===== config.mk =====
export PLATFORM = sky130hd
export DESIGN_NAME = nmf_queue
export DESIGN_NICKNAME = d
export VERILOG_FILES = /design/src/rtl/core/nmf_pkg.sv /design/src/rtl/core/nmf_queue.sv
export SDC_FILE = /design/constraint.sdc
export NUM_CORES = 1
export LEC_CHECK = 0
export BUFFER_PORTS_ARGS = -buffer_cell sky130_fd_sc_hd__buf_2
export CAP_MARGIN = 30
export CORE_UTILIZATION = 56
export CTS_CLUSTER_DIAMETER = 60
export CTS_CLUSTER_SIZE = 28
export DETAILED_ROUTE_END_ITERATION = 10
export PLACE_DENSITY = 0.84
export SLEW_MARGIN = 10
export SYNTH_ARGS = -nofsm -noshare
export SYNTH_HDL_FRONTEND = slang
export SYNTH_SLANG_ARGS = --single-unit

===== constraint.sdc =====
create_clock -name i_clk -period 1.99 [get_ports i_clk]
set_input_delay 0.199 -clock i_clk [delete_from_list [all_inputs] [get_ports i_clk]]
set_output_delay 0.199 -clock i_clk [all_outputs]
set_load 0.01 [all_outputs]

===== src/rtl/core/nmf_pkg.sv =====
// ----------------------------------------------------------------------------
// nmf_pkg
// Shared constants and types of the four-neighbour mean filter.
// ----------------------------------------------------------------------------
`timescale 1ns / 1ps

package nmf_pkg;

    localparam int SAMPLE_BITS        = 24;
    localparam int SUM_BITS           = SAMPLE_BITS + 2;
    localparam int MAG_BITS           = SUM_BITS;
    localparam int CNT_BITS           = 3;
    localparam int ROW_CFG_BITS       = 11;
    localparam int COL_BITS           = 16;
    localparam int CFG_INDEX_BITS     = 4;
    localparam int CFG_DATA_BITS      = 16;
    localparam int DEFAULT_MAX_ROWS   = 1024;
    localparam int RESET_ROW_COUNT    = 256;
    localparam int RESET_COLUMN_COUNT = 256;
    localparam int QUEUE_DEPTH        = 4;

    // divide by three: floor(x / 3) = (x * DIV3_RECIP) >> DIV3_SHIFT for x < 2^MAG_BITS
    localparam int DIV3_SHIFT = MAG_BITS + 1;
    localparam logic [DIV3_SHIFT-1:0] DIV3_RECIP =
        DIV3_SHIFT'(((64'd1 << DIV3_SHIFT) + 64'd2) / 64'd3);
    localparam int PROD_BITS = MAG_BITS + DIV3_SHIFT;

    typedef enum logic [CFG_INDEX_BITS-1:0] {
        CFG_ROW_COUNT    = 0,
        CFG_COLUMN_COUNT = 1
    } t_cfg_index;

    typedef struct packed {
        logic [SAMPLE_BITS-1:0] value;
        logic                   missing;
    } t_cell;

    // one row of the column store: last column and the one before it
    typedef struct packed {
        t_cell prev;
        t_cell old;
    } t_line_entry;

    typedef struct packed {
        logic has_first;     // result for the previous column
        logic first_border;
        logic has_second;    // last column's own border result
        logic last;
    } t_class;

    typedef struct packed {
        logic [SUM_BITS-1:0] sum;
        logic [CNT_BITS-1:0] cnt;
        t_class              cls;
    } t_job;

endpackage


===== src/rtl/core/nmf_queue.sv =====
// ----------------------------------------------------------------------------
// nmf_queue
// Short job FIFO between intake and arithmetic.
// ----------------------------------------------------------------------------
`timescale 1ns / 1ps

module nmf_queue (
    input  logic          i_clk,
    input  logic          i_rst_n,
    input  logic          i_push,
    input  nmf_pkg::t_job i_push_data,
    output logic          o_full,
    input  logic          i_pop,
    output nmf_pkg::t_job o_pop_data,
    output logic          o_empty
);
    import nmf_pkg::*;

    localparam int PTR_W = $clog2(QUEUE_DEPTH);

    t_job             r_slot [QUEUE_DEPTH];
    logic [PTR_W-1:0] r_wr_ptr;
    logic [PTR_W-1:0] r_rd_ptr;
    logic [PTR_W:0]   r_count;

    assign o_full     = r_count == (PTR_W + 1)'(QUEUE_DEPTH);
    assign o_empty    = r_count == '0;
    assign o_pop_data = r_slot[r_rd_ptr];

    always_ff @(posedge i_clk) begin
        if (!i_rst_n) begin
            r_wr_ptr <= '0;
            r_rd_ptr <= '0;
            r_count  <= '0;
        end else begin
            if (i_push) begin
                r_wr_ptr <= (r_wr_ptr == PTR_W'(QUEUE_DEPTH - 1)) ? '0 : r_wr_ptr + PTR_W'(1);
            end
            if (i_pop) begin
                r_rd_ptr <= (r_rd_ptr == PTR_W'(QUEUE_DEPTH - 1)) ? '0 : r_rd_ptr + PTR_W'(1);
            end
            case ({i_push, i_pop})
                2'b10:   r_count <= r_count + (PTR_W + 1)'(1);
                2'b01:   r_count <= r_count - (PTR_W + 1)'(1);
                default: ;
            endcase
        end
    end

    always_ff @(posedge i_clk) begin
        if (i_push) begin
            r_slot[r_wr_ptr] <= i_push_data;
        end
    end

    a_no_overflow: assert property (@(posedge i_clk) disable iff (!i_rst_n)
        !(i_push && o_full))
        else $error("job pushed into full queue");

    a_no_underflow: assert property (@(posedge i_clk) disable iff (!i_rst_n)
        !(i_pop && o_empty))
        else $error("job popped from empty queue");

endmodule


==> metrics.md <==
| Metric | Value |
|---|---|
| Via count | `2605` |
| Max Cap Viol | `0` |
| Final setup fails | `15` |
| Area delta synth->final | `30.8%` |
| Fraction of layout cells with a size suffix above 1 | `0.421` |
| Final #Nets | `392` |
| Fin crit period | `2.03 ns` |
| Maximum VDD drop | `0.596 mV` |
| Cell mode on critical path | `buf_12` |
| Fmax | `493 MHz` |
| Initial Utilization | `0.573` |
| # rows | `35` |
| Hold Fails Final Rpt | `0` |
| First-pass GRT wire length | `13800 µm` |
| CTS tree | `built` |
| DR pass1 iterations | `4` |
| Number of synthesis warnings | `0` |
| Max FO, Critical Path | `5` |
| Post-synthesis cell area | `5270 µm²` |
| Die height | `99.0 µm` |
| Tot Pwr | `7.02 mW` |
| Routed Antenna Nets | `0` |
| RSZ-0062 raised after global routing | `true` |
| Width of the chip | `99.0 µm` |
| Final Skew | `~0.011 ns` |
| # clock sinks | `141` |
| Worst Hold Class | `in2reg` |
| CP max-delay cell | `mux4_2` |
| FF+latch count, synth | `141` |
| WL/cell | `19.1 µm` |
| Syn avg cell area | `approximately 24 µm²` |
| Port Buf Inserts | `71` |
| LEAKAGE | `around 2.4 nW` |
| Critical path data required time | `1.79 ns` |
| DR iter-0 viols | `approximately 110` |
| GRT overflow | `0` |
| Final WL | `9030 µm` |
| # diodes | `0` |
| Placement Cell Area | `5770 µm²` |
| Final WS setup | `-0.0404 ns` |
| CP arrival | `1.83 ns` |
| Clock buffer depth | `2` |
| # DRC | `0` |
| Via density | `5.52` |
| Htree depth | `4` |
| Count of different cell masters after synthesis | `25` |
| Initial antenna violation count | `0` |
| Syn nets | `264` |
| Design area | `6900 µm²` |
| Cts bufs inserted | `17` |
| Share of the synthesized area in the top cell type | `0.752` |
| Pwr Density | `1020 nW/µm²` |
| Worst slew margin | `0.378` |
| Mapped Cells | `220` |
| Largest net degree at the start of global routing | `34` |
| Slew Viols, Final | `0` |
| Total core area | `9200 µm²` |
| Register area share after synthesis | `0.786` |
| Status | `finished, violations left` |
| # fillers | `504` |
| Crit path capture type | `output port` |
| Worst Path Class, Setup | `reg2out` |
| Post-DP HPWL | `5090 µm` |
| Die Area | `9810 µm²` |
| CP max stage delay | `0.51 ns` |
| Routability congestion estimate | `0.722` |
| Crit-path cells | `buf_12 -> buf_12 -> mux4_2 -> buf_6` |
| Worst skew pair latency | `0.51 ns` |
| Final Cycle Share | `1.02` |
| Clock slew at reported path FFs | `0.06 ns` |
| GRT Total Usage | `0.201` |
| CTS Root Cell | `clkbuf_8` |
| Vias in the first global route | `2683` |
| Fin cells | `around 470` |
| Cell Count Post-Placement | `400` |
| I/O pin total | `a little over 70` |
| Failing checks | `setup timing` |
| Synth area leaders | `edfxtp_1 (75%), mux4_2 (13%), dfxtp_1 (3.4%)` |
| Setup crit start kind | `flop` |
| Post-synth top area cell | `edfxtp_1` |
| Slew @ Worst Pin | `0.933 ns` |
registers in the layout, indices dropped and copies added, names as in the netlist, named ones only:
signal,count
r_wr_ptr,2
r_rd_ptr,2
r_count,3
r_slot,132
power by group:
group	total [mW]	internal [mW]	switching (mW)	leakage (nW)
sequential	3.42	3.38	0.0401	1.29
combinational	0.715	0.396	0.319	0.874
clock	2.89	1.67	1.21	0.265
total	7.02	5.44	1.57	2.43
cells in the mapped netlist, drive strengths merged:
master  number
edfxtp     132
mux4        33
dfxtp        9
buf          7
and2         6
ha           6
inv          6
nor2b        4
mux2i        2
nor3b        2
o21ai        2
a21boi       1
a21oi        1
and3         1
clkbuf       1
fa           1
nand2        1
nor3         1
o21a         1
or3          1
xnor2        1
xor2         1
worst paths after layout:
check | cells past startpoint | endpoint | startpoint | slack [ns]
worst max-delay path | 4 | o_pop_data[32] | flop | -0.04
worst min-delay path | 3 | r_wr_ptr[1] | i_push | 0.03
worst max register to register | 3 | r_slot[0][26] | r_wr_ptr[0] | 0.24
worst min register to register | 2 | r_count[2] | r_count[2] | 0.54
critical path, delay by kind of cell (launching register included):
| family | cells | cell delay (ns) |
|---|---|---|
| buf+inv | 3 | 0.41 |
| flops | 1 | 0.40 |
| mux | 1 | 0.51 |
layout by cell type (no fill, tap or decap), types with 2 or more instances in the layout:
cell           instances
buf_6                 20
mux2i_1                2
nor3b_1                2
clkinv_4               3
clkinvlp_4             2
dlygate4sd3_1         34
and2_2                 4
nor2b_1                4
and2_1                 2
inv_6                  6
ha_1                   6
edfxtp_1             132
inv_1                  6
buf_12                 8
dfxtp_1                7
clkbuf_16             17
clkinv_1               2
o21ai_0                2
mux4_2                33
buf_2                 52
buf_4                  2
per-layer routing:
metal,part of all wire,up-vias,GRT usage
li1,-,1167,-
met1,0.42,1337,0.249
met2,0.52,93,0.331
met3,0.047,8,0.0603
met4,0.013,0,0.0861
met5,0,-,0
cell type report:
class	count	area [µm²]	area share
inverter	6	22.5	0.00327
sequential	141	4150	0.602
multi-input combinational	65	1010	0.146
tap	111	139	0.0201
clock inverter	15	136	0.0198
clock buffer	17	414	0.0601
timing repair buffer	117	1030	0.149
stage by stage:
step / util / hold WS, ns / setup WS, ns / setup TNS (ns)
after global routing: 0.750 / 0.0467 / -0.0845 / -1.28
after global placement: 0.627 / 0.410 / 0.309 / 0
after CTS: 0.739 / 0.0121 / -0.0499 / -0.571
final: 0.750 / 0.0256 / -0.0404 / -0.313
after detailed placement: 0.627 / 0.414 / 0.197 / 0
after floorplan: - / 0.298 / 0.233 / 0
repair_timing:
item	4_1_cts	5_1_grt
setup endpoints to repair	19	20
endpoints found under the hold margin	138	0
gates resized for setup	12	15
cloned	0	1
hold buffers	34	0
setup buffers	5	0
cells by family (layout without fill, tap and decap cells):
kind of cell,count (synthesis),after routing,share of synthesized area
and+or+nand+nor,16,16,0.0187
xor gates and xnor gates,2,2,0.00332
muxes,35,35,0.147
AOI/OAI and AO/OA,5,5,0.00570
DFF,141,141,0.786
buffers and inverters,14,155,0.0214
adders and majority gates,7,7,0.0180
(Power assumes the default switching activity.)
